--- src/design/smx_pkg.sv ---
package smx_pkg;

    localparam int STACK_DEPTH_DEF = 256;
    localparam int ADDR_BITS_DEF   = 32;
    localparam int WORD_W          = 64;
    localparam int PC_W            = 32;
    localparam int OP_W            = 8;

    typedef enum logic [OP_W-1:0] {
        OP_ADD  = 8'd0,
        OP_AND  = 8'd1,
        OP_BIC  = 8'd2,
        OP_BEQ  = 8'd3,
        OP_BNE  = 8'd4,
        OP_BRA  = 8'd5,
        OP_DROP = 8'd6,
        OP_EOR  = 8'd7,
        OP_I8   = 8'd8,
        OP_I16  = 8'd9,
        OP_I32  = 8'd10,
        OP_ORR  = 8'd11,
        OP_POP  = 8'd12,
        OP_PUSH = 8'd13,
        OP_RSB  = 8'd14,
        OP_SUB  = 8'd15
    } opcode_t;

    typedef struct packed {
        logic push;
        logic pop;
    } stack_ctl_t;

    typedef struct packed {
        logic [PC_W-1:0]   next_pc;
        logic              branch_taken;
        logic [WORD_W-1:0] top_value;
    } result_t;

endpackage

--- src/design/smx_cell.sv ---
module smx_cell
    import smx_pkg::*;
(
    input  logic              aclk,
    input  stack_ctl_t        ctl,
    input  logic [WORD_W-1:0] from_above,
    input  logic [WORD_W-1:0] from_below,
    output logic [WORD_W-1:0] value
);

    logic [WORD_W-1:0] entry_reg;
    logic [WORD_W-1:0] entry_next;

    always_comb begin
        entry_next = entry_reg;
        if (ctl.push) begin
            entry_next = from_above;
        end else if (ctl.pop) begin
            entry_next = from_below;
        end
    end

    always_ff @(posedge aclk) begin
        entry_reg <= entry_next;
    end

    assign value = entry_reg;

endmodule

--- config.mk ---
export PLATFORM = sky130hd
export DESIGN_NAME = smx_cell
export DESIGN_NICKNAME = d
export VERILOG_FILES = /design/src/design/smx_pkg.sv /design/src/design/smx_cell.sv
export SDC_FILE = /design/constraint.sdc
export NUM_CORES = 1
export LEC_CHECK = 0
export ABC_AREA = 1
export BUFFER_PORTS_ARGS = -buffer_cell sky130_fd_sc_hd__buf_2
export CORE_MARGIN = 2
export CORE_UTILIZATION = 41
export CTS_CLUSTER_DIAMETER = 150
export CTS_CLUSTER_SIZE = 25
export DETAILED_ROUTE_END_ITERATION = 10
export PLACE_DENSITY = 0.8
export REMOVE_ABC_BUFFERS = 1
export SYNTH_ARGS = -nofsm -noshare
export SYNTH_HDL_FRONTEND = slang
export SYNTH_SLANG_ARGS = --single-unit
--- constraint.sdc ---
create_clock -name aclk -period 2.3 [get_ports aclk]
set_input_delay 0.575 -clock aclk [delete_from_list [all_inputs] [get_ports aclk]]
set_output_delay 0.575 -clock aclk [all_outputs]
set_load 0.01 [all_outputs]
=== Word level (Yosys, flattened, before mapping) ===
Cells that the tools add are included.

* Register bits: 64

* Multiplexer cells: 2
* Reduce and logical (&&, ||, !) cells: 1

{| class="wikitable"
|+ Operators with widths
! operator !! number
|-
| two-way mux 64 bit || 2
|-
| nonzero test 2 bit || 1
|}

=== Depth between registers and ports, before layout ===
Gate-level depths: netlist of the first run.

* Depth in word-level cells: 2
* Mapped depth: 4
* Depth with buffers taken out: 3

=== Worst setup path after synthesis of the first run ===
OpenSTA, ideal clock, no wires.

* Kind: input port to flip-flop
* From: input ctl[1] (netlist bit)
* To: register entry_reg[0] (netlist: value[0]) (enable)
* Setup time: 0.394 ns
* Arrival: 1.542 ns
* Slack: 0.364 ns
* Stages on the path: 2
* Path buffers: 1
* Cell sequence: buf_6 > or2_2

* Cells in the longest elaborated chain, start to end: 1

{| class="wikitable"
|+ RTL lines
! what !! line !! text
|-
| from (decl) || smx_cell.sv:5 || <nowiki>input stack_ctl_t ctl,</nowiki>
|-
| nonzero test 2 bit (no source line) || - ||
|-
| to (signal assigned) || smx_cell.sv:24 || <nowiki>entry_reg <= entry_next;</nowiki>
|-
| to (decl) || smx_cell.sv:11 || <nowiki>logic [WORD_W-1:0] entry_reg;</nowiki>
|}

Every way passes these cells.
A chain may end at the register's enable or synchronous reset.

=== Worst setup path in the final report of the first run ===
* From: input ctl[1] (netlist bit)
* To: register entry_reg[8] (netlist: value[8]) (enable)

Same word-level chain as after synthesis.

==> flow_metrics.py, run 1 <==
metrics = {
    "status": {
        "status": "complete, no violations",
    },
    "clocking": {
        "cts.clk_slew.worst_paths_ns": 0.06,
        "clk_path_buf_depth": 2,
        "numCtsBuffers": 9,
        "hold_buffers": 0,
        "cts-root-buf": "clkbuf_8",
        "clock-sinks": 64,
        "cts_tree": "built",
        "h-tree-depth": 3,
        "cts_resized": 0,
        "post-cts-setup-buffer-count": 0,
    },
    "floorplan": {
        "dieHeight_um": 85.98,
        "coreArea_um2": 6422,
        "chipWidth_um": 85.98,
        "initial_core_util": 0.4290,
        "std_cell_rows": 29,
        "ios": 195,
        "dieArea_um2": 7392,
    },
    "grt": {
        "grt_pass1_wl_um": 10570,
        "grt-ovfl-total": 0,
        "grt_max_degree": 65,
        "antenna_found_initial": 0,
        "first_global_vias": 2404,
        "globalRouteTotalUtil": 0.1839,
    },
    "setup_path": {
        "critPathMaxFanout": 64,
        "end_kind": "flop",
        "start_kind": "primary input",
        "required_ns": 2.24,
        "critPathKind": "primary input to flop",
        "crit_arrival_ns": 1.47,
    },
    "route": {
        "totalWireLength_um": 6743,
        "ant_nets": 0,
        "viasPerCell": 4.558,
        "wl_per_cell_um": 12.33,
        "num_vias": 2493,
        "drc_errors": 0,
        "drt_first_pass_iters": 4,
        "drt-initial-drc-count": 104,
    },
    "synth": {
        "syn_inst": 271,
        "ys_types": 6,
        "seq_area_frac_synth": 0.6975,
        "yosys_warnings": 0,
        "syn-cell-area_um2": 2755,
        "syn_area_per_cell_um2": 10.17,
        "synth.ff_latch_count": 64,
    },
    "timing": {
        "drv_slew": 0,
        "post-route-period-util": 0.6658,
        "finalHoldViolCount": 0,
        "setup_tns_ns": 0,
        "worst_slew_pin_slew_ns": 1.010,
        "finalSetupViolations": 0,
        "relSlewSlack": 0.3263,
        "timing.final.crit_period_ns": 1.531,
        "rsz0062_at_grt": "no",
        "max_freq_mhz": 653.0,
    },
    "cells_and_area": {
        "largest_reg_flops": 64,
        "final_nets": 597,
        "multi_input_comb_area_um2": 726.9,
        "drive_gt1_frac": 0.4426,
        "regArea_um2": 1922,
        "syn_to_final_growth_pct": 41.14,
        "final_common_cell": "buf_2",
        "mostFrequentLayoutCells": "194 x buf_2, 192 x nand2_1, 64 x edfxtp_1",
        "fin_cells": 547,
        "fill_cells": 562,
        "antenna_cells": 0,
        "fin_util": 0.6055,
    },
    "pwr": {
        "peakVddDrop_mv": 0.3823,
        "total_power_w": 0.002662,
        "p_per_area_nw_per_um2": 684.5,
        "p_leak_nw": 2.085,
    },
    "flow_run": {
        "drv_cap": 0,
    },
    "placement": {
        "port_buffers": 194,
        "dpl.hpwl_um": 5072,
        "gp_congestion": 0.7574,
        "dpl.cell_count": 532,
    },
    "worst_hold_path": {
        "min_path_type": "primary input to flop",
    },
}
[final cells by class]
cell class | instances | share of cell area
multi-input combinational | 193 | 0.1869
inverter | 1 | 0.0009653
sequential | 64 | 0.4942
tap | 77 | 0.02477
clock inverter | 2 | 0.001931
clock buffer | 13 | 0.03571
timing repair buffer | 197 | 0.2555
[worst max-delay path, cell delays in order]
cell and delay (ns):
buf_2 0.12, or2_2 0.12, buf_4 0.61
[stage by stage]
stage               hold slack [ns]  instance area [um^2]  setup slack (ns)
global placement             0.8416                  3742            0.4970
finish                       0.5126                  3889            0.7687
CTS                          0.4952                  3889            0.7943
global route                 0.5046                  3889            0.6470
floorplan                    0.7536                  2653            0.5041
detailed placement           0.8412                  3742            0.4463
[final timing paths]
path / startpoint / cells past startpoint / endpoint
max: ctl[1] / 3 / value[8]
min: from_below[61] / 3 / value[61]
[synthesized netlist by cell type]
| cell type | number | area (um^2) |
|---|---|---|
| inv_2 | 1 | 3.750 |
| buf_6 | 6 | 67.56 |
| nand2_1 | 192 | 720.7 |
| buf_2 | 7 | 35.03 |
| edfxtp_1 | 64 | 1922 |
| or2_2 | 1 | 6.260 |
[layer usage]
| metal | part of all wire | vias up | track usage |
|---|---|---|---|
| met5 | 0 | - | 0 |
| met1 | 0.38 | 1103 | 0.2004 |
| met3 | 0.074 | 19 | 0.04235 |
| met4 | 0.032 | 0 | 0.1053 |
| met2 | 0.52 | 116 | 0.3263 |
| li1 | - | 1255 | - |
[power by group]
group,internal (W),switching (W),total (W),leakage (nW)
Sequential,0.00143,0.0000279,0.00146,0.659
Combinational,0.000202,0.000255,0.000456,1.35
Clock,0.000380,0.000365,0.000745,0.0726
Total,0.00201,0.000648,0.00266,2.09
[cells by family (layout without fill, tap and decap cells)]
family | Yosys count | after routing | share of synthesized area
DFF | 64 | 64 | 0.6975
and+or+nand+nor | 193 | 193 | 0.2639
buffers and inverters | 14 | 213 | 0.03860
No activity file was read; power rests on OpenSTA's default activity.
==> run 2, diff against run 1 <==
--- a/config.mk
+++ b/config.mk
@@ -8,11 +8,11 @@
 export ABC_AREA = 1
 export BUFFER_PORTS_ARGS = -buffer_cell sky130_fd_sc_hd__buf_2
 export CORE_MARGIN = 2
-export CORE_UTILIZATION = 41
+export CORE_UTILIZATION = 37
 export CTS_CLUSTER_DIAMETER = 150
 export CTS_CLUSTER_SIZE = 25
 export DETAILED_ROUTE_END_ITERATION = 10
-export PLACE_DENSITY = 0.8
+export PLACE_DENSITY = 0.76
 export REMOVE_ABC_BUFFERS = 1
 export SYNTH_ARGS = -nofsm -noshare
 export SYNTH_HDL_FRONTEND = slang
==> constraint.sdc (replaced) <==
create_clock -name aclk -period 1.3 [get_ports aclk]
set_input_delay 0.325 -clock aclk [delete_from_list [all_inputs] [get_ports aclk]]
set_output_delay 0.325 -clock aclk [all_outputs]
set_load 0.01 [all_outputs]
==> run 2 against run 1 <==
Effect of this change:
- sequential cell count did not move
- sequential share of layout area fell by 1.6 points
- die area rose by 10%
- global-route usage fell by 0.86 points
- critical path depth fell by 2
- worst setup slack got worse by 0.67 ns
- non-clock buffer count rose by 3
- clock power rose by 110%
- final cell count rose by 4.8%
- critical endpoint is now value[44]
- largest cell class unchanged
- largest power group unchanged
==> flow_metrics.py, run 2 (synthesis results as in run 1) <==
metrics = {
    "setup_path": {
        "path_cells": "buf_2",
        "crit_buf_inv": 1,
        "end_kind": "output port",
        "path_depth": 1,
        "critPathMaxFanout": 1,
        "max_stage_delay_ns": 0.40,
        "slowest_stage": "edfxtp_1",
        "crit_arrival_ns": 0.88,
        "critPathKind": "flop to output port",
        "required_ns": 0.98,
        "cpLargestDelayFamily": "flip-flops",
        "start_kind": "flop",
    },
    "cells_and_area": {
        "syn_to_final_growth_pct": 45.96,
        "fin_cells": 573,
        "antenna_cells": 0,
        "stdcell_area_um2": 4021,
        "largest_reg_flops": 64,
        "final_nets": 600,
        "mostFrequentLayoutCells": "194 x buf_2, 192 x nand2_1, 64 x edfxtp_1",
        "fin_util": 0.5574,
        "fill_cells": 663,
        "regArea_um2": 1922,
        "drive_gt1_frac": 0.4515,
        "final_common_cell": "buf_2",
        "multi_input_comb_area_um2": 726.9,
    },
    "grt": {
        "grt_pass1_wl_um": 11450,
        "first_global_vias": 2575,
        "antenna_found_initial": 0,
        "globalRouteTotalUtil": 0.1754,
        "grt_max_degree": 35,
        "grt-ovfl-total": 0,
    },
    "placement": {
        "dpl.cell_count": 557,
        "dpl_cell_area_um2": 3842,
        "port_buffers": 194,
        "gp_congestion": 0.7981,
        "dpl.hpwl_um": 5317,
    },
    "clocking": {
        "cts-root-buf": "clkbuf_8",
        "clk_path_buf_depth": 2,
        "numCtsBuffers": 9,
        "cts.clk_slew.worst_paths_ns": 0.07,
        "post-cts-setup-buffer-count": 0,
        "hold_buffers": 0,
        "h-tree-depth": 3,
        "cts_resized": 0,
        "cts_tree": "built",
        "clock-sinks": 64,
    },
    "floorplan": {
        "initial_core_util": 0.3819,
        "dieArea_um2": 8152,
        "coreArea_um2": 7214,
        "dieHeight_um": 90.29,
        "std_cell_rows": 31,
        "ios": 195,
        "chipWidth_um": 90.29,
    },
    "timing": {
        "max_freq_mhz": 829.4,
        "rsz0062_at_grt": "no",
        "post-route-period-util": 0.9275,
        "finalHoldViolCount": 0,
        "timing.final.crit_period_ns": 1.206,
        "worst_slew_pin_slew_ns": 0.3294,
        "drv_slew": 0,
        "finalSetupViolations": 0,
        "relSlewSlack": 0.7804,
    },
    "status": {
        "status": "complete, no violations",
    },
    "pwr": {
        "peakVddDrop_mv": 0.5319,
        "p_per_area_nw_per_um2": 1236,
        "total_power_w": 0.004972,
        "p_leak_nw": 2.139,
    },
    "route": {
        "totalWireLength_um": 6913,
        "drc_errors": 0,
        "drt-initial-drc-count": 99,
        "ant_nets": 0,
        "wl_per_cell_um": 12.06,
        "num_vias": 2498,
        "viasPerCell": 4.360,
        "drt_first_pass_iters": 4,
    },
    "flow_run": {
        "drv_cap": 0,
    },
    "worst_hold_path": {
        "holdPathStages": 3,
        "min_path_type": "primary input to flop",
    },
}
run 2: changes by cell type in the layout (fill, tap and decap cells not counted):
cell	change
clkbuf_1	-2
bufinv_16	+1
buf_4	-1
clkinv_2	+2
buf_12	+4
run 2: cell type report:
type | instances | area share
repair buffers | 200 | 0.2651
well taps | 99 | 0.03080
multi-input cells | 193 | 0.1808
flip-flops and latches | 64 | 0.4779
clock buffers | 11 | 0.03267
clock inverters | 5 | 0.01182
inverters | 1 | 0.0009334
run 2: layer usage:
layer	vias to the layer above	wire, um	GRT usage
met5	-	0	0
li1	1266	-	-
met1	1089	2602	0.1953
met2	122	3557	0.3070
met4	0	209	0.09359
met3	21	543	0.04591
run 2: worst paths after layout:
path	to	slack, ns	start
hold / removal	value[0]	0.26	from_below[0]
setup / recovery	value[44]	0.09	value[44]
run 2: where the power goes:
part | leakage [nW] | internal [W] | total (W) | switching, W
logic | 1.39 | 0.000377 | 0.000830 | 0.000452
clock network | 0.0922 | 0.000867 | 0.00156 | 0.000689
registers | 0.659 | 0.00253 | 0.00259 | 0.0000522
run 2: metrics by stage:
step	hold WS [ns]	setup WS (ns)	TNS, ns
final	0.2624	0.09429	0
after floorplan	0.5036	-0.2459	-15.74
after global placement	0.5898	0.03645	0
after detailed placement	0.5945	0.02920	0
after global routing	0.2505	0.06330	0
after CTS	0.2397	0.08999	0
