`config.mk`:
```
export PLATFORM = sky130hd
export DESIGN_NAME = smx_exec
export DESIGN_NICKNAME = d
export VERILOG_FILES = /design/src/design/smx_pkg.sv /design/src/design/smx_exec.sv
export SDC_FILE = /design/constraint.sdc
export NUM_CORES = 1
export LEC_CHECK = 0
export BUFFER_PORTS_ARGS = -buffer_cell sky130_fd_sc_hd__buf_2
export CORE_MARGIN = 2
export CORE_UTILIZATION = 55
export DETAILED_ROUTE_END_ITERATION = 12
export PLACE_DENSITY = 0.8
export SETUP_SLACK_MARGIN = 0.02
export SYNTH_ARGS = -nofsm -noshare
export SYNTH_HDL_FRONTEND = slang
export SYNTH_SLANG_ARGS = --single-unit
```
`constraint.sdc`:
```
create_clock -name vclk -period 15.35
set_input_delay 0.7675 -clock vclk [all_inputs]
set_output_delay 0.7675 -clock vclk [all_outputs]
set_load 0.005 [all_outputs]
```
`src/design/smx_pkg.sv`:
```
package smx_pkg;

    localparam int STACK_DEPTH_DEF = 256;
    localparam int ADDR_BITS_DEF   = 32;
    localparam int WORD_W          = 64;
    localparam int PC_W            = 32;
    localparam int OP_W            = 8;

    typedef enum logic [OP_W-1:0] {
        OP_ADD  = 8'd0,
        OP_AND  = 8'd1,
        OP_BIC  = 8'd2,
        OP_BEQ  = 8'd3,
        OP_BNE  = 8'd4,
        OP_BRA  = 8'd5,
        OP_DROP = 8'd6,
        OP_EOR  = 8'd7,
        OP_I8   = 8'd8,
        OP_I16  = 8'd9,
        OP_I32  = 8'd10,
        OP_ORR  = 8'd11,
        OP_POP  = 8'd12,
        OP_PUSH = 8'd13,
        OP_RSB  = 8'd14,
        OP_SUB  = 8'd15
    } opcode_t;

    typedef struct packed {
        logic push;
        logic pop;
    } stack_ctl_t;

    typedef struct packed {
        logic [PC_W-1:0]   next_pc;
        logic              branch_taken;
        logic [WORD_W-1:0] top_value;
    } result_t;

endpackage

```
`src/design/smx_exec.sv`:
```
module smx_exec
    import smx_pkg::*;
#(
    parameter int ADDR_BITS = ADDR_BITS_DEF
)
(
    input  logic              en,
    input  logic [OP_W-1:0]   opcode,
    input  logic [PC_W-1:0]   pc_after,
    input  logic [PC_W-1:0]   immediate,
    input  logic [WORD_W-1:0] top,
    input  logic [WORD_W-1:0] second,
    output stack_ctl_t        ctl,
    output logic [WORD_W-1:0] top_next,
    output result_t           result
);

    localparam logic [PC_W-1:0] PC_MASK =
        (ADDR_BITS >= PC_W) ? {PC_W{1'b1}} : ((PC_W'(1) << ADDR_BITS) - PC_W'(1));

    logic [PC_W-1:0] branch_pc;
    logic [PC_W-1:0] pc_raw;
    logic            taken;
    logic            do_push;
    logic            do_pop;

    assign branch_pc = pc_after + top[PC_W-1:0];

    always_comb begin
        top_next = top;
        pc_raw   = pc_after;
        taken    = 1'b0;
        do_push  = 1'b0;
        do_pop   = 1'b0;
        case (opcode)
            OP_ADD: begin
                do_pop   = 1'b1;
                top_next = top + second;
            end
            OP_AND: begin
                do_pop   = 1'b1;
                top_next = top & second;
            end
            OP_BIC: begin
                do_pop   = 1'b1;
                top_next = top & ~second;
            end
            OP_BEQ: begin
                do_pop = 1'b1;
                if (second == '0) begin
                    pc_raw = branch_pc;
                    taken  = 1'b1;
                end
            end
            OP_BNE: begin
                do_pop = 1'b1;
                if (second != '0) begin
                    pc_raw = branch_pc;
                    taken  = 1'b1;
                end
            end
            OP_BRA: begin
                pc_raw = branch_pc;
                taken  = 1'b1;
            end
            OP_DROP: begin
                do_pop = 1'b1;
            end
            OP_EOR: begin
                do_pop   = 1'b1;
                top_next = top ^ second;
            end
            OP_I8: begin
                top_next = {{(WORD_W-8){1'b0}}, immediate[7:0]};
                pc_raw   = pc_after + PC_W'(1);
            end
            OP_I16: begin
                top_next = {{(WORD_W-16){1'b0}}, immediate[15:0]};
                pc_raw   = pc_after + PC_W'(2);
            end
            OP_I32: begin
                top_next = {{(WORD_W-PC_W){1'b0}}, immediate};
                pc_raw   = pc_after + PC_W'(4);
            end
            OP_ORR: begin
                do_pop   = 1'b1;
                top_next = top | second;
            end
            OP_POP: begin
                do_pop   = 1'b1;
                top_next = second;
            end
            OP_PUSH: begin
                do_push = 1'b1;
            end
            OP_RSB: begin
                do_pop   = 1'b1;
                top_next = second - top;
            end
            OP_SUB: begin
                do_pop   = 1'b1;
                top_next = top - second;
            end
            default: begin
            end
        endcase
    end

    assign ctl.push = en & do_push;
    assign ctl.pop  = en & do_pop;

    assign result.next_pc      = pc_raw & PC_MASK;
    assign result.branch_taken = taken;
    assign result.top_value    = top_next;

endmodule

```
### After elaboration in Yosys (flattened, before gate mapping)

Cells that the tools add are included.

* add/sub/neg operators: 7
* equality and inequality tests: 15
* mux-type cells: 9
* bitwise gates (word level): 7
* reduce and logical (&&, ||, !) cells: 4

Operator list (number)
* 64-bit one-hot mux with 11 select lines: 1
* 32-bit one-hot mux with 6 select lines: 1
* 64-bit AND: 2
* 64-bit subtractor: 2
* 64-bit adder: 1
* 8-bit by 4-bit equality test with 1-bit output (second input constant): 8
* 64-bit logical NOT: 1
* 32-bit two-way mux: 2
* 64-bit inverter: 1
* 64-bit OR: 1
* 64-bit nonzero test: 1
* 64-bit bitwise XOR: 1
* 32-bit by 1-bit adder with 32-bit output (second input constant): 1
* 32-bit by 2-bit adder with 32-bit output (second input constant): 1
* 32-bit by 3-bit adder with 32-bit output (second input constant): 1
* 32-bit adder: 1
* 8-bit by 3-bit equality test with 1-bit output (second input constant): 4
* 8-bit by 2-bit equality test with 1-bit output (second input constant): 2
* 11-bit OR reduction: 1
* 8-bit by 1-bit equality test with 1-bit output (second input constant): 1
* 8-bit logical NOT: 1
* 1-bit two-way mux: 4
* 1-bit one-hot mux with 3 select lines: 1
* 1-bit AND: 2

* register bits: 0
* input bits: 201
* output and inout bits: 163
* word-level logic and storage cells: 42

### Depth between registers and ports, before layout

Gate-level depths: netlist of run 1.

* word-level depth: 4
* gate-level depth with buffers: 24
* gate-level depth less buffers: 22

### Worst setup path before layout of run 1

Ideal clock, no wire load.

* path kind: input port to output port
* from: input opcode[5]
* to: output top_next[58]
* data arrival time: 5.458 ns
* data required time: 14.583 ns
* setup slack: 9.124 ns
* stages: 19
* path buffers: 3
* path through: nor4_1 nand3_1 nor2_1 clkbuf_1 nor2_1 xnor2_1 ha_1 buf_2 a21o_1 a311oi_1 a2111oi_0 a21oi_1 o21a_1 o41a_1 o21ai_0 xnor2_1 a21oi_1 a21oi_1 buf_4

RTL lines
* start, declared: line smx_exec.sv:8 `input logic [OP_W-1:0] opcode,`
* end, declared: line smx_exec.sv:14 `output logic [WORD_W-1:0] top_next,`

### Worst setup path after layout of run 1

* from: input opcode[5]
* to: output top_next[63]

* longest elaborated chain between the ends: 2
* elaborated cells on any way between the ends: 12
* those cells by class: eq/ne (10); mux (1); reduce/logical (1)

Ends and longest elaborated chain
* 8-bit by 4-bit equality test with 1-bit output, or another cell as far along: line smx_exec.sv:35 `case (opcode)`
* 64-bit one-hot mux with 11 select lines *: line smx_exec.sv:35

Every way passes the cells marked *; elsewhere a longest branch is shown, timed or not.

==> flow_summary.yaml, run 1 <==
run_status:
  outcome: "finished clean"
synthesis:
  synthTopCellsByArea: "ha_1 (16%), xnor2_1 (9.8%), a21oi_1 (8.0%), o21ai_0 (6.4%), nor2_1 (4.7%)"
  syn_area_per_cell_um2: 6.43
  yosysTopAreaCellShare_pct: 16.4
  yosysTopAreaCell: "ha_1"
  synth_cell_types: 79
  syn_inst: 2677
  yosysWarnings: 0
  netlist_area_um2: 17200
  synth_fp_nets: 3107
  ys_seq_area_share_pct: 0
floorplanning:
  start_util_pct: 56.0
  dieArea_um2: 32700
  num_io_pins: 364
  fp.dieH_um: 181
  rows: 64
  core_region_area_um2: 30700
  die_w_um: 181
timing:
  min_period_ns: 7.85
  slew_violations: 0
  fmax_mhz: 127
  min_period_over_period_pct: 51.1
  slew_headroom_pct: 18.5
  setup_viol: 0
  hold_viol_final: 0
  setup_tns_ns: 0
  grt_setup_unrepaired: "no"
  worst_pin_slew_ns: 1.21
cells_and_area:
  ff_latch_area_um2: 0
  final_cell_mix: "buf_2 (364), a21oi_1 (276), ha_1 (226), o21ai_0 (221), nor2_1 (211)"
  utilization_pct: 61.1
  final.fill_count: 3031
  layout_commonest_cell: "buf_2"
  synthToLayoutAreaGrowth_pct: 9.08
  n_clock_buffer: 0
  drive_above_1_share_pct: 15.2
  n_sequential_cell: 0
  fin_cells: 3263
  layout.nets: 3296
  multi_input_area_um2: 15500
global_route:
  grt_usage_pct: 44.5
  first_global_vias: 21376
  grt_max_degree: 54
  antenna_found_initial: 8
  grt_pass1_wl_um: 117000
  grt_remaining_overflow: 0
detailed_routing:
  ant_nets: 0
  wl_per_cell_um: 23.8
  vias: 22902
  drc: 0
  wirelength_um: 77500
  firstDrtPassIters: 8
  drt_iter0_drc: 2786
  via_per_inst: 7.02
hold_path:
  min_to: "ctl[0]"
  hold_start: "en"
  hold_path_class: "primary input to output port"
  min_path_cells: 4
worst_setup_path:
  endpoint_kind: "output port"
  start_kind: "primary input"
  path_max_fanout: 37
  cp.required_ns: 14.58
  path_class: "primary input to output port"
  critPathArrivalTime_ns: 7.08
power_and_ir_drop:
  p_per_area_nw_per_um2: 34.9
  total_power_uw: 656
  p_leak_uw: 0.00835
  vdd_drop_max_mv: 0.0221
placed_design:
  dp_hpwl_um: 60900
  port_buffers: 364
  gp_congestion: 1.10
  dp_cells: 3260
clock_network:
  cts_resized: 0
  postCtsSetupRepairBufs: 0
  cts_hold_buffers: 0
run:
  drv_cap: 0
[synth_stat cells, types with 21 or more instances]
master and count:
a22oi_1 38, nand2b_1 21, nor4_1 43, a31oi_1 54, clkbuf_1 128, o211ai_1 31, nor2_1 214, o22ai_1 24
a21o_1 68, a211oi_1 23, nand2_1 196, o21bai_1 42, a221oi_1 40, xor2_1 42, nand3_1 71, xnor2_1 193
ha_1 226, buf_4 65, o221ai_1 26, inv_1 205, and3_1 30, nor3_1 52, a21oi_1 277, o31ai_1 41
o21ai_0 221, nor2b_1 31, nand4_1 26
[power breakdown]
| part | internal, uW | switching [uW] | total, uW | leakage, uW |
|---|---|---|---|---|
| clock network | 0.0000262 | 0 | 0.0000262 | 0.0000000190 |
| registers | 0 | 0 | 0 | 0 |
| logic | 246 | 410 | 656 | 0.00835 |
| total | 246 | 410 | 656 | 0.00835 |
[final cells by class]
cell class / instances / share of cell area, %
antenna: 3 / 0.0400
multi-input combinational: 2268 / 82.5
timing repair buffer: 391 / 10.8
inverter: 205 / 4.10
tap: 396 / 2.64
[metal layers]
layer | vias up | part of all wire (%) | GRT usage, %
met4 | 10 | 7.1 | 26.0
met2 | 1821 | 44 | 73.3
met5 | - | 0.071 | 0
met1 | 10428 | 37 | 53.9
li1 | 10219 | - | -
met3 | 424 | 12 | 8.75
[metrics by stage]
stage               hold slack, ns  cell area (um^2)  setup WS, ns
finish                        1.87             18800          7.50
global route                  1.88             18800          7.12
CTS                           1.86             18800          7.67
detailed placement            1.86             18800          7.71
global placement              1.86             18800          7.86
floorplan                     1.61             17200          9.12
[cells by family after synthesis]
group | after synthesis | synth area share, %
AOI/OAI and AO/OA | 1034 | 38.8
xor gates and xnor gates | 235 | 12.0
adders and majority gates | 229 | 16.8
buffers and inverters | 409 | 10.4
muxes | 6 | 0.356
and+or+nand+nor | 764 | 21.7
[worst max-delay path by stage]
| stage | startpoint | to | slack, ns | depth (start not counted) |
|---|---|---|---|---|
| floorplan | opcode[5] | top_next[58] | 9.12 | 19 |
| global placement | opcode[5] | result[63] | 7.86 | 20 |
| detailed placement | opcode[5] | top_next[63] | 7.71 | 20 |
| CTS | opcode[5] | top_next[63] | 7.67 | 20 |
| global route | opcode[5] | result[63] | 7.12 | 20 |
| finish | opcode[5] | top_next[63] | 7.50 | 20 |
[critical path, stage by stage]
cell	delay [ns]
buf_2	0.11
nor4_1	0.84
nand3_1	0.40
nor2_2	0.18
buf_4	0.45
nor2_1	0.10
xnor2_1	0.14
ha_1	0.37
o211ai_1	0.12
a21oi_1	0.32
o211ai_1	0.24
a311oi_1	0.43
o21ai_0	0.21
o31ai_1	0.62
o21ai_1	0.30
o31ai_1	0.75
a221oi_1	0.23
mux2i_1	0.18
a21oi_1	0.18
buf_2	0.14
Power figures use the tool's default switching activity.
==> inputs of run 2 (changes only) <==
CORE_UTILIZATION = 53   (was 55)
PLACE_DENSITY = 0.81   (was 0.8)
clock period = 6.69 ns   (was 15.35 ns; I/O delays follow)
==> run 2 against run 1 <==
Compared with the run above:
- clock-buffer cell count unchanged
- critical path type unchanged
- wire length up 0.95%
- combinational power is 130% higher
- worst hold slack got worse by 0.88 ns
- global-route usage down 0.68 points
- final area increased by 0.60%
- sequential share of layout area unchanged
- core utilization down 2.6 points
- non-clock buffer count rose by 7
- highest routed layer unchanged
- critical path depth rose by 1
- power is 130% higher
==> flow_summary.yaml, run 2 (synthesis results as in run 1) <==
worst_setup_path:
  critPathArrivalTime_ns: 5.78
  worst_path_max_delay_cell: "o41ai_1"
  path_max_fanout: 5
  crit_top_cell: "o21ai_0"
  path_class: "primary input to output port"
  endpoint_kind: "output port"
  start_kind: "primary input"
  cp.required_ns: 6.36
  crit_path_cell_trace: "buf_2 -> nor4_1 -> nand3_1 -> nor3_1 -> nor2b_1 -> nand2_1 -> nor2_1 -> a31oi_1 -> xnor2_1 -> ha_1 -> and2_1 -> o21ai_0 -> o21ai_0 -> a21oi_1 -> o21ai_0 -> a31oi_1 -> o41ai_1 -> xnor2_1 -> o21a_1 -> o22ai_1 -> buf_2"
  critPathBufInv: 2
  cp_top_family: "simple AND/OR/NAND/NOR gates"
  cpPeakStageDelay_ns: 0.49
placed_design:
  gp_congestion: 1.05
  dp_cells: 3313
  port_buffers: 364
  dp_hpwl_um: 61900
cells_and_area:
  layout.nets: 3303
  layout_commonest_cell: "buf_2"
  n_sequential_cell: 0
  final_cell_mix: "buf_2 (364), a21oi_1 (276), ha_1 (226), o21ai_0 (221), nor2_1 (211)"
  synthToLayoutAreaGrowth_pct: 9.73
  ff_latch_area_um2: 0
  final.fill_count: 3279
  multi_input_area_um2: 15500
  n_clock_buffer: 0
  drive_above_1_share_pct: 15.4
  utilization_pct: 58.5
  fin_cells: 3315
global_route:
  grt_pass1_wl_um: 117000
  grt_remaining_overflow: 0
  first_global_vias: 21246
  antenna_found_initial: 4
  grt_usage_pct: 43.8
  grt_max_degree: 47
power_and_ir_drop:
  p_clk_share_pct: 0
  power_frac_comb_pct: 100.0
  p_per_area_nw_per_um2: 79.7
  p_leak_uw: 0.00839
  p_seq_share_pct: 0
  vdd_drop_max_mv: 0.0408
  p_int_uw: 566
  p_sw_share_pct: 62.5
  p_switching_uw: 941
floorplanning:
  fp.dieH_um: 184
  start_util_pct: 53.3
  die_w_um: 184
  num_io_pins: 364
  core_region_area_um2: 32300
  dieArea_um2: 34000
  rows: 66
detailed_routing:
  wirelength_um: 78300
  via_per_inst: 6.79
  firstDrtPassIters: 6
  ant_nets: 0
  vias: 22522
  wl_per_cell_um: 23.6
  drt_iter0_drc: 2440
  drc: 0
clock_network:
  cts_hold_buffers: 0
  cts_resized: 0
  postCtsSetupRepairBufs: 0
timing:
  worst_pin_slew_ns: 1.39
  min_period_ns: 6.11
  slew_violations: 0
  slew_headroom_pct: 7.39
  setup_viol: 0
  grt_setup_unrepaired: "no"
  hold_viol_final: 0
  min_period_over_period_pct: 91.3
  timing.hold.ws_ns: 0.989
  setup_tns_ns: 0
  fmax_mhz: 164
run:
  drv_cap: 0
run_status:
  outcome: "finished clean"
hold_path:
  hold_path_class: "primary input to output port"
[run 2: changes by cell type in the layout (fill, tap and decap cells not counted)]
cell,before,now
nor2_2,2,1
diode_2,3,2
nor2_4,1,2
buf_4,27,34
[run 2: power groups by stage]
stage / logic [uW] / clock network [uW] / registers (uW)
finish: 1510 / 0.00000466 / 0
global route: 1620 / 0 / 0
CTS: 1460 / 0 / 0
detailed placement: 1450 / 0 / 0
global placement: 1440 / 0 / 0
floorplan: 988 / 0 / 0
[run 2: per-layer routing]
metal | share of wire [%] | wire [um] | GRT usage (%)
met1 | 38 | 29400 | 52.8
met2 | 45 | 34900 | 72.4
met3 | 10 | 8090 | 6.54
met4 | 7.5 | 5870 | 28.9
met5 | 0.017 | 13 | 0
[run 2: final timing paths]
| kind | from | end | cells after the start |
|---|---|---|---|
| max | second[7] | top_next[61] | 21 |
| min | en | ctl[0] | 4 |
[run 2: final cells by class]
cell class	instances	share of cell area, %
well taps	442	2.93
multi-input cells	2268	82.0
inverters	205	4.07
repair buffers	398	11.0
diodes	2	0.0265
[run 2: per-stage QoR]
stage | power [uW] | instance area, um^2 | setup slack, ns
after floorplan | 988 | 17200 | 1.33
after global placement | 1440 | 18900 | 0.863
after detailed placement | 1450 | 18900 | 0.774
after CTS | 1460 | 18900 | 0.759
after global routing | 1620 | 18900 | 0.137
final | 1510 | 18900 | 0.579
==> inputs of run 3 (changes only) <==
CORE_MARGIN = 5   (was 2)
clock period = 5.21 ns   (was 6.69 ns; I/O delays follow)
==> run 3 against run 2 <==
Compared with the run above:
- sequential share of layout area stayed put
- clock-buffer cell count stayed put
- combinational power grew 35%
- final cell count rose by 3.0%
- worst setup slack worse by 0.44 ns
- critical path depth is 2 lower
- non-clock buffer count increased by 100
- first-iteration DRC count down 1.1%
- die area is 6.6% higher
- flip-flop and latch count unchanged
==> flow_summary.yaml, run 3 (synthesis results as in run 1) <==
placed_design:
  gp_congestion: 1.12
  dpl_worst_slack_ns: 0.00493
  dp_hpwl_um: 64000
  port_buffers: 364
timing:
  fmax_mhz: 197
  min_period_over_period_pct: 97.4
  min_period_ns: 5.07
  setup_viol: 0
  worst_pin_slew_ns: 1.31
  slew_headroom_pct: 12.6
  timing.hold.ws_ns: 0.858
  postLayoutSetupSlackWorst_ns: 0.138
  hold_viol_final: 0
  grt_setup_unrepaired: "yes"
  slew_violations: 0
cells_and_area:
  final.fill_count: 3186
  ff_latch_area_um2: 0
  n_sequential_cell: 0
  synthToLayoutAreaGrowth_pct: 15.0
  diodes: 0
  layout.nets: 3403
  drive_above_1_share_pct: 19.1
  final_cell_mix: "buf_2 (364), a21oi_1 (275), ha_1 (224), o21ai_0 (216), nor2_1 (211)"
  n_clock_buffer: 0
  layout_commonest_cell: "buf_2"
worst_setup_path:
  path_class: "primary input to output port"
  cp.required_ns: 4.95
  endpoint_kind: "output port"
  start_kind: "primary input"
  critPathArrivalTime_ns: 4.81
  path_max_fanout: 8
floorplanning:
  dieArea_um2: 36200
  core_region_area_um2: 32300
  fp.dieH_um: 190
  num_io_pins: 364
  rows: 66
  start_util_pct: 53.3
  die_w_um: 190
detailed_routing:
  wl_per_cell_um: 23.3
  drc: 0
  vias: 22997
  wirelength_um: 79600
  drt_iter0_drc: 2414
  firstDrtPassIters: 6
  via_per_inst: 6.74
  ant_nets: 0
power_and_ir_drop:
  p_leak_uw: 0.00893
  vdd_drop_max_mv: 0.0597
  p_per_area_nw_per_um2: 103
global_route:
  first_global_vias: 21631
  grt_max_degree: 42
  grt_pass1_wl_um: 120000
  antenna_found_initial: 0
  grt_remaining_overflow: 0
  grt_usage_pct: 40.6
run_status:
  outcome: "finished clean"
run:
  drv_cap: 0
hold_path:
  hold_path_class: "primary input to output port"
clock_network:
  cts_hold_buffers: 0
[run 3: worst paths after layout]
kind                         start  cells after the start         end  slack (ns)
worst max-delay path    second[14]                     19  result[62]        0.14
worst min-delay path  immediate[8]                      4   result[8]        0.86
[run 3: report_power, final]
group	internal [uW]	total [uW]	switching [uW]	leakage (uW)
Sequential	0	0	0	0
Combinational	795	2040	1240	0.00893
Clock	0	0	0	0
Total	795	2040	1240	0.00893
[run 3: per-stage QoR]
step | utilization [%] | area, um^2 | TNS (ns) | std cells | power [uW]
floorplan | - | 17200 | 0 | 2677 | 1270
global placement | 60.8 | 19600 | 0 | 3411 | 1940
detailed placement | 60.8 | 19600 | 0 | 3411 | 1950
CTS | 60.9 | 19700 | 0 | 3411 | 1970
global route | 61.3 | 19800 | -0.956 | 3413 | 2180
finish | 61.3 | 19800 | 0 | 3413 | 2040
[run 3: cell type report]
class / instances / area [um^2] / area share [%]
timing repair buffer: 498 / 2840 / 14.3
tap: 442 / 553 / 2.79
inverter: 205 / 769 / 3.89
multi-input combinational: 2268 / 15600 / 79.0
[run 3: worst max-delay path, stage by stage]
cell and delay (ns):
buf_2 0.15, nor4_1 0.38, nand2_2 0.25, or3_4 0.46, o31ai_2 0.21, xnor2_1 0.11
ha_2 0.42, a311oi_1 0.13, buf_4 0.17, a2111oi_1 0.43, buf_4 0.20, a21oi_1 0.08
o21a_1 0.23, o41a_1 0.51, o21ai_1 0.20, xor2_1 0.17, nand2_1 0.08, a31oi_1 0.22
buf_2 0.15
[run 3: metal layers]
layer / routed length (um) / vias to the layer above / track usage, %
li1: - / 10432 / -
met1: 29800 / 10527 / 50.0
met2: 35600 / 1681 / 67.8
met3: 8620 / 357 / 5.93
met4: 5600 / 0 / 23.1
met5: 0 / - / 0
[run 3: what timing repair did]
item | CTS | global route
pin swaps | 0 | 2
setup buffers | 0 | 2
setup endpoints to repair | 8 | 34
gates cloned | 0 | 0
gates resized for setup | 2 | 35
