### config.mk
export PLATFORM = sky130hd
export DESIGN_NAME = smx_outq
export DESIGN_NICKNAME = d
export VERILOG_FILES = /design/src/design/smx_pkg.sv /design/src/design/smx_outq.sv
export SDC_FILE = /design/constraint.sdc
export NUM_CORES = 1
export LEC_CHECK = 0
export BUFFER_PORTS_ARGS = -buffer_cell sky130_fd_sc_hd__buf_2
export CORE_MARGIN = 3
export CORE_UTILIZATION = 52
export DETAILED_ROUTE_END_ITERATION = 12
export PLACE_DENSITY = 0.79
export SLEW_MARGIN = 0
export SYNTH_ARGS = -nofsm -noshare
export SYNTH_HDL_FRONTEND = slang
export SYNTH_SLANG_ARGS = --single-unit
### constraint.sdc
create_clock -name aclk -period 4.3 [get_ports aclk]
set_input_delay 0.215 -clock aclk [delete_from_list [all_inputs] [get_ports aclk]]
set_output_delay 0.215 -clock aclk [all_outputs]
set_load 0.03 [all_outputs]
### src/design/smx_pkg.sv
package smx_pkg;

    localparam int STACK_DEPTH_DEF = 256;
    localparam int ADDR_BITS_DEF   = 32;
    localparam int WORD_W          = 64;
    localparam int PC_W            = 32;
    localparam int OP_W            = 8;

    typedef enum logic [OP_W-1:0] {
        OP_ADD  = 8'd0,
        OP_AND  = 8'd1,
        OP_BIC  = 8'd2,
        OP_BEQ  = 8'd3,
        OP_BNE  = 8'd4,
        OP_BRA  = 8'd5,
        OP_DROP = 8'd6,
        OP_EOR  = 8'd7,
        OP_I8   = 8'd8,
        OP_I16  = 8'd9,
        OP_I32  = 8'd10,
        OP_ORR  = 8'd11,
        OP_POP  = 8'd12,
        OP_PUSH = 8'd13,
        OP_RSB  = 8'd14,
        OP_SUB  = 8'd15
    } opcode_t;

    typedef struct packed {
        logic push;
        logic pop;
    } stack_ctl_t;

    typedef struct packed {
        logic [PC_W-1:0]   next_pc;
        logic              branch_taken;
        logic [WORD_W-1:0] top_value;
    } result_t;

endpackage

### src/design/smx_outq.sv
module smx_outq
    import smx_pkg::*;
(
    input  logic    aclk,
    input  logic    aresetn,
    input  logic    in_valid,
    output logic    in_ready,
    input  result_t in_data,
    output logic    out_valid,
    input  logic    out_ready,
    output result_t out_data
);

    result_t    slot0_reg;
    result_t    slot0_next;
    result_t    slot1_reg;
    result_t    slot1_next;
    logic [1:0] count_reg;
    logic [1:0] count_next;
    logic [1:0] wpos;
    logic       wr;
    logic       rd;

    assign in_ready  = (count_reg != 2'd2);
    assign out_valid = (count_reg != 2'd0);
    assign out_data  = slot0_reg;
    assign wr        = in_valid & in_ready;
    assign rd        = out_valid & out_ready;
    assign wpos      = count_reg - 2'(rd);

    always_comb begin
        slot0_next = slot0_reg;
        slot1_next = slot1_reg;
        count_next = count_reg + 2'(wr) - 2'(rd);
        if (rd) begin
            slot0_next = slot1_reg;
        end
        if (wr) begin
            if (wpos == 2'd0) begin
                slot0_next = in_data;
            end else begin
                slot1_next = in_data;
            end
        end
    end

    always_ff @(posedge aclk) begin
        if (!aresetn) begin
            count_reg <= 2'd0;
        end else begin
            count_reg <= count_next;
        end
    end

    always_ff @(posedge aclk) begin
        slot0_reg <= slot0_next;
        slot1_reg <= slot1_next;
    end

endmodule

# Word-level counts from Yosys, hierarchy flattened
# Index checks and enable logic that the tools add are counted.
[word_totals] wordCells=20 output_inout_bits=99 inputBits=101 ff_bits=196
[op_classes] n_reduce_logical=3 n_addsub=3 eq_ne=1 muxes=3 n_bitwise=3
[op_table] op="two-way mux 97 bit" count=3
[op_table] op="subtractor 2 x 1 -> 2 bit" count=2
[op_table] op="adder 2 x 1 -> 2 bit" count=1
[op_table] op="bitwise AND 1 bit" count=2
[op_table] op="logical NOT 2 bit" count=1
[op_table] op="inequality test 2 bit, second input constant" count=1
[op_table] op="AND reduction 2 bit" count=1
[op_table] op="nonzero test 2 bit" count=1
[op_table] op="NOT 1 bit" count=1

# Depth between registers and ports, before layout
# Gate-level depths: netlist of the first run.
[logic_depth] ltp_word=6 mapped_depth=6

# Worst setup path after synthesis of the first run
# Ideal clock, no wire load.
[synth_timing] kind="reg-to-reg" from="register count_reg[1]" to="register slot1_reg[0] (netlist bit) (enable)" period_less_slack_ns=3.246 t_arrival_ns=2.779 path_stages_with_launch=3 setup_ns=0.467 setup_slack_ns=1.054 cell_sequence="dfxtp_1 > nand2b_1 > and3_1"
[synth_between] elab_chain_len=6 word_cells_on_any_way=8
[synth_lines] item="start: declaration" line_no="smx_outq.sv:18" rtl="logic [1:0] count_reg;"
[synth_lines] item="start signal: assignment" line_no="smx_outq.sv:51" rtl="count_reg <= count_next;"
[synth_lines] item="nonzero test 2 bit" line_no="smx_outq.sv:25" rtl="assign out_valid = (count_reg != 2'd0);"
[synth_lines] item="bitwise AND 1 bit" line_no="smx_outq.sv:28" rtl="assign rd = out_valid & out_ready;"
[synth_lines] item="subtractor 2 x 1 -> 2 bit" line_no="smx_outq.sv:29" rtl="assign wpos = count_reg - 2'(rd);"
[synth_lines] item="logical NOT 2 bit" line_no="smx_outq.sv:39" rtl="if (wpos == 2'd0) begin"
[synth_lines] item="NOT 1 bit (no source line)"
[synth_lines] item="AND reduction 2 bit (no source line) *"
[synth_lines] item="end signal: assignment" line_no="smx_outq.sv:57" rtl="slot1_reg <= slot1_next;"
[synth_lines] item="end: declaration" line_no="smx_outq.sv:16" rtl="result_t slot1_reg;"
# Mark *: on every way between the ends. The rest lies on a longest branch, timed or not.
# A chain may end at the register's enable or synchronous reset.

# Worst setup path after layout of the first run
[layout_timing] from="register count_reg[1]" to="register slot1_reg[50] (netlist bit) (enable)"
# Same word-level chain as after synthesis.

==> results of run 1 <==
through the flow:
step | instances | cell area (um2)
floorplan | 427 | 7320
global placement | 786 | 8480
detailed placement | 786 | 8480
CTS | 915 | 10100
global route | 917 | 10100
finish | 917 | 10100
cells in the final DEF (no fill, tap or decap), drive strengths merged:
| cell type | synthesis | final |
|---|---|---|
| a21boi | 1 | 1 |
| and2 | 1 | 1 |
| and3 | 1 | 1 |
| buf | 20 | 203 |
| bufinv | 0 | 3 |
| clkbuf | 0 | 21 |
| clkinv | 0 | 2 |
| clkinvlp | 0 | 4 |
| dfxtp | 99 | 99 |
| diode | 0 | 2 |
| dlygate4sd3 | 0 | 97 |
| edfxtp | 97 | 97 |
| ha | 1 | 1 |
| inv | 2 | 4 |
| mux2 | 194 | 194 |
| mux2i | 1 | 1 |
| nand2 | 3 | 3 |
| nand2b | 3 | 3 |
| o211ai | 1 | 1 |
| o21ai | 1 | 1 |
| o32ai | 1 | 1 |
| xor2 | 1 | 1 |
per-layer routing:
| layer | GRT usage, % | vias to the layer above | routed length [um] |
|---|---|---|---|
| met3 | 6.56 | 38 | 1000 |
| met4 | 9.93 | 0 | 424 |
| met5 | 0 | - | 0 |
| li1 | - | 2201 | - |
| met1 | 22.9 | 2178 | 6260 |
| met2 | 37.4 | 156 | 8560 |
logic make-up (layout without fill, tap and decap cells):
logic type,after synthesis,count (layout),synth area share [%]
simple gates,8,8,0.581
fa+ha+maj,1,1,0.171
mux,195,195,30.0
buf+inv,22,334,1.74
xor+xnor,1,1,0.120
compound gates,4,4,0.513
other cells,0,2,0
flops,196,196,66.9
how the worst min path moves through the flow:
stage,startpoint,end,slack (ns),cells after the start
floorplan,in_data[0],slot1_reg[0]$_DFFE_PP_,0.31,0
global placement,in_data[30],slot1_reg[30]$_DFFE_PP_,0.40,1
detailed placement,in_data[19],slot1_reg[19]$_DFFE_PP_,0.41,1
CTS,aresetn,count_reg[0]$_SDFF_PN0_,0.02,2
global route,aresetn,count_reg[0]$_SDFF_PN0_,0.02,2
finish,aresetn,count_reg[0]$_SDFF_PN0_,0.05,2
final cells by class:
cell class                 instances  area, um2  area share (%)
sequential                       196       4890            48.6
multi-input combinational        209       2320            23.0
timing repair buffer             300       2010            20.0
clock buffer                      21        470            4.67
tap                              176        220            2.19
clock inverter                    11        148            1.47
inverter                           2       7.51          0.0745
antenna                            2       5.00          0.0497
report_power, final:
group	internal, uW	leakage [uW]	switching [uW]
clock network	964	0.000292	664
logic	1330	0.00206	1810
registers	2570	0.00172	275
total	4860	0.00407	2750
==> metrics.cfg, run 1 <==
[run_status]
status = completed

[floorplanning]
io_pins = 200
rows = 42
core_area_um2 = 13500
die-height_um = 125
dieArea_um2 = 15500
dieWidth_um = 125
start_util_pct = 54.2

[clocking]
htreeDepth = 4
cts_tree = done
cts_root_buf = clkbuf_16
clk-insertion-delay-late_ns = 0.42
holdBufCountCts = 97
cts_buffer_depth = 2
ctsResizeCount = 0
clk_pin_slew_ns = 0.06
post-cts-setup-buffers = 0
numClockSinks = 196
cts_made_buffers = 17

[timing]
skew_ns = 0.0128
slew_headroom_pct = 39.5
tightest_slew_ns = 0.908
slew_violations = 0
hold_viol = 0
whs_ns = 0.0452
setup_violations = 0
period_share_pct = 54.5
rsz0062_at_grt = false
setup_tns_ns = 0
fmax_mhz = 426
finalCriticalPeriod_ns = 2.35
setup_ws_ns = 1.95

[yosys]
synth_top_area_share_pct = 39.8
synth_seq_cells = 196
synth_area_um2 = 7320
synth_enable_flop_cells = 97
synthesis.nets = 529
ys_types = 19
netlist_top_cells_count = 174 x mux2_2, 99 x dfxtp_1, 97 x edfxtp_1
synth-seq-area-share_pct = 66.9
yosysMostFrequentCell = mux2_2
synth_cells = 427
synth_top_area_cell = edfxtp_1
synth.avg_cell_area_um2 = 17.1
ys.flop_type = dfxtp_1
yosys-top-cells-area = edfxtp_1 40%, dfxtp_1 27%, mux2_2 27%, mux2_1 3.1%, buf_2 1.0%
yosysWarnings = 0
synthArstFlopShare_pct = 0

[detailed_routing]
drt-vias-per-instance = 4.99
drc_errors = 0
vias = 4573
wl_per_cell_um = 17.7
ant_nets = 0
wirelength_mm = 16.2
drt_pre_antenna_iters = 4
dr.first_iter.drc_count = 279

[global_route]
grtUsageTotal_pct = 21.1
grt_pass1_vias = 5060
grt_pass1_wl_mm = 26.1
antenna_found_initial = 2
grt_max_degree = 80
grt-ovfl-total = 0

[placed_design]
place_ws_ns = 1.97
io_buffers = 199
globalplace.congestion = 0.730
dp_hpwl_mm = 9.50

[worst_setup_path]
slowest_delay_ns = 0.78
worstSetupEndpointType = flip-flop
cp.required_ns = 4.36
path_cells = nand2b_1 -> and3_4 -> buf_4
r2r_slack_ns = 1.95
cp-endpoint = slot1_reg[50]$_DFFE_PP_
reg2reg_to = slot1_reg[50]$_DFFE_PP_
worst-path-max-fanout = 62
reg2regPathDepth = 3
startpoint = count_reg[1]$_SDFF_PN0_
r2r_start = count_reg[1]$_SDFF_PN0_
critPathTopFamily = simple AND/OR/NAND/NOR gates
startpoint_type = flip-flop
path_buf_inv = 1
crit_type = flip-flop to flip-flop
cp_slowest_cell = and3_4
critPathArrivalTime_ns = 2.40
cp.depth = 3

[power_and_ir_drop]
finalPower_uw = 7610
power_density_nw_per_um2 = 756
ir_worst_vdd_mv = 0.415
p_leak_uw = 0.00407

[hold_path]
worstHoldPathType = input pin to flip-flop

[finish]
fin_util_pct = 74.6
finalNetCount = 828
area_delta_synth_final_pct = 37.6
drive_above_1_share_pct = 55.6
fill_cells = 805

[run]
cap_violations = 0

(Power assumes the default switching activity.)
==> run 2: changes to the inputs <==
--- a/config.mk
+++ b/config.mk
@@ -7,9 +7,9 @@
 export LEC_CHECK = 0
 export BUFFER_PORTS_ARGS = -buffer_cell sky130_fd_sc_hd__buf_2
 export CORE_MARGIN = 3
-export CORE_UTILIZATION = 52
+export CORE_UTILIZATION = 47
 export DETAILED_ROUTE_END_ITERATION = 12
-export PLACE_DENSITY = 0.79
+export PLACE_DENSITY = 0.76
 export SLEW_MARGIN = 0
 export SYNTH_ARGS = -nofsm -noshare
 export SYNTH_HDL_FRONTEND = slang
==> constraint.sdc (replaced) <==
create_clock -name aclk -period 2 [get_ports aclk]
set_input_delay 0.1 -clock aclk [delete_from_list [all_inputs] [get_ports aclk]]
set_output_delay 0.1 -clock aclk [all_outputs]
set_load 0.03 [all_outputs]
==> metrics.cfg, run 2 (synthesis results as in run 1) <==
[run_status]
status = completed

[finish]
area_delta_synth_final_pct = 39.2
final_common_cell = buf_2
finalNetCount = 832  ; +0.48%
fin_cells = 927  ; +1.1%
mostFrequentLayoutCells = 199 x buf_2, 174 x mux2_2, 99 x dfxtp_1, 98 x dlygate4sd3_1, 97 x edfxtp_1
drive_above_1_share_pct = 55.7  ; +0.10 points
n_antenna_cell = 0  ; -2
fin_util_pct = 68.5  ; -6.0 points

[worst_setup_path]
path_cells = inv_1 -> o211ai_4 -> buf_12 -> mux2_2
worst-path-max-fanout = 57  ; -8.1%
cp.required_ns = 2.31  ; -2.05 ns
startpoint_type = flip-flop
cp-endpoint = out_data[39]$_DFF_P_
cp_slowest_cell = dfxtp_1
reg2reg_to = out_data[39]$_DFF_P_
critPathArrivalTime_ns = 2.01  ; -0.39 ns
r2r_slack_ns = 0.30  ; -1.66 ns
reg2regPathDepth = 4  ; +1
slowest_delay_ns = 0.45  ; -0.33 ns
startpoint = count_reg[0]$_SDFF_PN0_
worstSetupEndpointType = flip-flop
crit_type = flip-flop to flip-flop
r2r_start = count_reg[0]$_SDFF_PN0_

[timing]
finalCriticalPeriod_ns = 1.70  ; -0.641 ns
hold_viol = 0  ; unchanged
slew_violations = 0  ; unchanged
rsz0062_at_grt = false
skew_ns = 0.00859  ; -0.00421 ns
period_share_pct = 85.2  ; +31 points
setup_tns_ns = 0  ; unchanged
tightest_slew_ns = 0.349  ; -0.559 ns
fmax_mhz = 587  ; +38%
setup_violations = 0  ; unchanged
slew_headroom_pct = 76.7  ; +37 points

[global_route]
grt-ovfl-total = 0  ; unchanged
antenna_found_initial = 0  ; -2
grt_pass1_wl_mm = 23.7  ; -9.2%
grt_pass1_vias = 4768  ; -5.8%
grtUsageTotal_pct = 18.0  ; -3.1 points
grt_max_degree = 62  ; -23%

[power_and_ir_drop]
p_seq_share_pct = 36.9  ; -0.4 points
swShare_pct = 36.1  ; -0.084 points
combPwrFrac_pct = 41.5  ; +0.2 points
ir_worst_vdd_mv = 0.819  ; +97%
intPower_uw = 10500  ; +120%
power_density_nw_per_um2 = 1610  ; +110%
p_leak_uw = 0.00412  ; +1.3%
p_sw_uw = 5920  ; +110%
clkPwrFrac_pct = 21.6  ; +0.2 points

[placed_design]
io_buffers = 199  ; unchanged
dpl.cell_count = 797  ; +1.4%
globalplace.congestion = 0.719  ; -1.5%
dp_hpwl_mm = 9.59  ; +0.92%

[detailed_routing]
drt_pre_antenna_iters = 4  ; unchanged
wl_per_cell_um = 16.6  ; -6.4%
wirelength_mm = 15.4  ; -5.4%
vias = 4545  ; -0.61%
drt-vias-per-instance = 4.90  ; -1.7%
ant_nets = 0  ; unchanged
dr.first_iter.drc_count = 172  ; -38%
drc_errors = 0  ; unchanged

[clocking]
holdBufCountCts = 98  ; +1.0%
cts_root_buf = clkbuf_16
ctsResizeCount = 0  ; unchanged
cts_tree = done
clk_pin_slew_ns = 0.07  ; about the same
clk-insertion-delay-late_ns = 0.42  ; about the same
numClockSinks = 196  ; unchanged
cts_made_buffers = 17  ; unchanged
htreeDepth = 4  ; unchanged
post-cts-setup-buffers = 0  ; unchanged
cts_buffer_depth = 2  ; unchanged

[floorplanning]
die-height_um = 131  ; +4.9%
dieArea_um2 = 17100  ; +10%
io_pins = 200  ; unchanged
dieWidth_um = 131  ; +4.9%
rows = 44  ; +4.8%
start_util_pct = 49.2  ; -5.0 points
core_area_um2 = 14900  ; +10%

[run]
cap_violations = 0  ; unchanged

[hold_path]
worstHoldPathType = input pin to flip-flop

==> run 2: cell types whose count changed in the layout (fill, tap and decap cells not counted), moves of 2 or more <==
cell,before,now
inv_6,2,4
clkbuf_8,3,0
clkinvlp_4,4,2
buf_4,3,0
inv_8,0,2
buf_12,1,7
diode_2,2,0
==> run 2: final cells by class <==
class | instances | area, um2
clock buffer | 18 | 429
clock inverter | 14 | 193
fill | 995 | 4680
inverter | 2 | 7.51
multi-input combinational | 209 | 2320
sequential | 196 | 4890
tap | 184 | 230
timing repair buffer | 304 | 2120
==> run 2: worst min path at each step <==
stage | cells past startpoint | startpoint | end
2_1_floorplan | 0 | in_data[0] | slot1_reg[0]$_DFFE_PP_
3_3_place_gp | 1 | in_data[11] | slot1_reg[11]$_DFFE_PP_
3_5_place_dp | 1 | in_data[31] | slot1_reg[31]$_DFFE_PP_
4_1_cts | 3 | in_valid | count_reg[1]$_SDFF_PN0_
5_1_grt | 3 | in_valid | count_reg[1]$_SDFF_PN0_
6_report | 3 | in_valid | count_reg[1]$_SDFF_PN0_
==> run 2: worst max-delay path: cells and delay by family (launching register included) <==
kind / cells / cell delay (ns)
buf+inv: 2 / 0.47
compound gates: 1 / 0.26
flops: 1 / 0.45
mux: 1 / 0.38
==> run 2: metrics by stage <==
step / area, um2 / hold WS [ns] / total power [uW] / setup slack (ns)
global route: 10200 / 0.139 / 17200 / 0.200
finish: 10200 / 0.117 / 16400 / 0.295
floorplan: 7320 / 0.199 / 11000 / 0.306
global placement: 8590 / 0.288 / 12600 / 0.347
detailed placement: 8590 / 0.291 / 12800 / 0.300
CTS: 10200 / 0.0899 / 16500 / 0.290
==> run 2: routing by layer <==
metal,part of all wire (%),routed length (um),track usage [%],vias up
met5,0,0,0,-
met4,1.0,161,5.99,0
met2,54,8230,32.3,132
met3,6.7,1030,6.42,14
li1,-,-,-,2201
met1,39,5940,19.8,2198
==> run 2: power groups by stage <==
stage | Combinational [uW] | Clock (uW) | Sequential, uW
final | 6810 | 3530 | 6050
after global placement | 6540 | 0 | 6050
after detailed placement | 6660 | 0 | 6140
after global routing | 7240 | 3770 | 6200
after floorplan | 2800 | 0 | 8160
after CTS | 6830 | 3620 | 6060
==> run 3: changes to the inputs <==
--- a/config.mk
+++ b/config.mk
@@ -8,8 +8,10 @@
 export BUFFER_PORTS_ARGS = -buffer_cell sky130_fd_sc_hd__buf_2
 export CORE_MARGIN = 3
 export CORE_UTILIZATION = 47
+export CTS_CLUSTER_DIAMETER = 150
 export DETAILED_ROUTE_END_ITERATION = 12
 export PLACE_DENSITY = 0.76
+export RECOVER_POWER = 50
 export SLEW_MARGIN = 0
 export SYNTH_ARGS = -nofsm -noshare
 export SYNTH_HDL_FRONTEND = slang
==> metrics.cfg, run 3 (synthesis results as in run 1) <==
[run_status]
status = completed

[worst_setup_path]
path_cells = inv_1 -> o211ai_4 -> buf_12 -> mux2_2
r2r_start = count_reg[0]$_SDFF_PN0_
slowest_delay_ns = 0.44  ; about the same
worstSetupEndpointType = flip-flop
reg2reg_to = out_data[39]$_DFF_P_
startpoint_type = flip-flop
worst-path-max-fanout = 57  ; unchanged
cp.required_ns = 2.31  ; about the same
critPathArrivalTime_ns = 2.00  ; about the same
path_buf_inv = 2  ; unchanged
cp-endpoint = out_data[39]$_DFF_P_
cp_slowest_cell = dfxtp_1
cp.depth = 4  ; unchanged
critPathTopFamily = buffers and inverters
startpoint = count_reg[0]$_SDFF_PN0_
reg2regPathDepth = 4  ; unchanged
crit_type = flip-flop to flip-flop
r2r_slack_ns = 0.31  ; about the same

[floorplanning]
io_pins = 200  ; unchanged
core_area_um2 = 14900  ; unchanged
dieArea_um2 = 17100  ; unchanged
dieWidth_um = 131  ; unchanged
start_util_pct = 49.2  ; unchanged
rows = 44  ; unchanged
die-height_um = 131  ; unchanged

[detailed_routing]
wl_per_cell_um = 16.6  ; -0.14%
drt-vias-per-instance = 4.90  ; -0.13%
met1Wirelength_mm = 5.86  ; -1.3%
drc_errors = 0  ; unchanged
wirelength_mm = 15.3  ; -0.14%
highest_layer = met4
ant_nets = 0  ; unchanged
wl_met2_mm = 8.21  ; -0.33%
met3WireLength_mm = 1.09  ; +5.1%
drt_pre_antenna_iters = 4  ; unchanged
dr.first_iter.drc_count = 182  ; +5.8%
vias = 4539  ; -0.13%

[run]
cap_violations = 0  ; unchanged

[timing]
tightest_slew_ns = 0.522  ; +0.172 ns
finalCriticalPeriod_ns = 1.69  ; -0.0134 ns
slew_headroom_pct = 65.2  ; -11 points
setup_tns_ns = 0  ; unchanged
setup_violations = 0  ; unchanged
slew_violations = 0  ; unchanged
fmax_mhz = 591  ; +0.79%
period_share_pct = 84.6  ; -0.67 points
hold_viol = 0  ; unchanged
skew_ns = 0.00719  ; -0.00140 ns
rsz0062_at_grt = false

[clocking]
clk_pin_slew_ns = 0.07  ; about the same
htreeDepth = 4  ; unchanged
cts_made_buffers = 17  ; unchanged
numClockSinks = 196  ; unchanged
cts_buffer_depth = 2  ; unchanged
cts_root_buf = clkbuf_16
ctsResizeCount = 0  ; unchanged
cts_tree = done
clk-insertion-delay-late_ns = 0.42  ; about the same

[global_route]
grt_max_degree = 62  ; unchanged
antenna_found_initial = 0  ; unchanged
grt_pass1_vias = 4768  ; unchanged
grtUsageTotal_pct = 18.0  ; unchanged
grt-ovfl-total = 0  ; unchanged
grt_pass1_wl_mm = 23.7  ; unchanged

[placed_design]
io_buffers = 199  ; unchanged
dpl.cell_count = 797  ; unchanged
post_dp_cell_area_um2 = 8590  ; unchanged
globalplace.congestion = 0.719  ; unchanged
dp_hpwl_mm = 9.59  ; unchanged

[finish]
fill_cells = 1091  ; +9.6%
final_common_cell = clkbuf_1
fin_cells = 927  ; unchanged
fin_area_um2 = 9950  ; -2.3%
mostFrequentLayoutCells = 178 x clkbuf_1, 174 x mux2_2, 99 x dfxtp_1, 98 x dlygate4sd3_1, 97 x edfxtp_1
finalNetCount = 832  ; unchanged
n_antenna_cell = 0  ; unchanged
drive_above_1_share_pct = 31.8  ; -24 points
area_delta_synth_final_pct = 36.0

[hold_path]
min_path_cells = 3  ; unchanged
worstHoldPathType = input pin to flip-flop

[power_and_ir_drop]
p_leak_uw = 0.00364  ; -12%
ir_worst_vdd_mv = 0.838  ; +2.3%
power_density_nw_per_um2 = 1620  ; +0.66%

==> run 3: cell types whose count changed in the layout (fill, tap and decap cells not counted) <==
| cell | previous run | this run |
|---|---|---|
| and3_4 | 1 | 0 |
| clkbuf_1 | 1 | 178 |
| and3_1 | 0 | 1 |
| buf_12 | 7 | 6 |
| buf_2 | 199 | 21 |
| clkbuf_2 | 0 | 1 |
| clkbuf_4 | 0 | 1 |
==> run 3: final cells by class <==
| type | count | area [um2] | share of cell area, % |
|---|---|---|---|
| Clock buffer | 18 | 429 | 4.31 |
| Timing Repair Buffer | 304 | 1880 | 18.9 |
| Tap cell | 184 | 230 | 2.31 |
| Clock inverter | 14 | 193 | 1.94 |
| Inverter | 2 | 7.51 | 0.0755 |
| Sequential cell | 196 | 4890 | 49.2 |
| Multi-Input combinational cell | 209 | 2310 | 23.2 |
==> run 3: repair_timing <==
| item | CTS | global route |
|---|---|---|
| hold endpoints to repair | 196 | 0 |
| setup buffers | 0 | 0 |
| hold buffers | 98 | 0 |
==> run 3: through the flow <==
stage / hold slack, ns / setup WS (ns) / power [uW] / util (%)
2_1_floorplan: 0.199 / 0.306 / 11000 / -
3_3_place_gp: 0.288 / 0.347 / 12600 / 57.8
3_5_place_dp: 0.291 / 0.300 / 12800 / 57.8
4_1_cts: 0.0899 / 0.290 / 16500 / 68.5
5_1_grt: 0.136 / 0.212 / 16900 / 66.9
6_report: 0.105 / 0.308 / 16100 / 66.9
==> run 3: worst min-delay path by stage <==
| stage | from | end |
|---|---|---|
| floorplan | in_data[0] | slot1_reg[0]$_DFFE_PP_ |
| global placement | in_data[11] | slot1_reg[11]$_DFFE_PP_ |
| detailed placement | in_data[31] | slot1_reg[31]$_DFFE_PP_ |
| CTS | in_valid | count_reg[1]$_SDFF_PN0_ |
| global route | in_valid | count_reg[1]$_SDFF_PN0_ |
| finish | in_valid | count_reg[1]$_SDFF_PN0_ |
==> run 3: where the power goes <==
part           internal, uW  switching (uW)  total (uW)
Clock                  2010            1530        3540
Sequential             5520             573        6090
Combinational          2630            3860        6490
==> run 3: routing by layer <==
| layer | up-vias | GRT usage, % |
|---|---|---|
| met4 | 0 | 5.99 |
| met3 | 16 | 6.42 |
| li1 | 2201 | - |
| met2 | 139 | 32.3 |
| met5 | - | 0 |
| met1 | 2183 | 19.8 |
==> run 3: worst reg2reg max path, delay by kind of cell (launching register included) <==
| kind | cells | cell delay, ns |
|---|---|---|
| DFF | 1 | 0.44 |
| buffers and inverters | 2 | 0.46 |
| AOI/OAI and AO/OA | 1 | 0.26 |
| muxes | 1 | 0.42 |
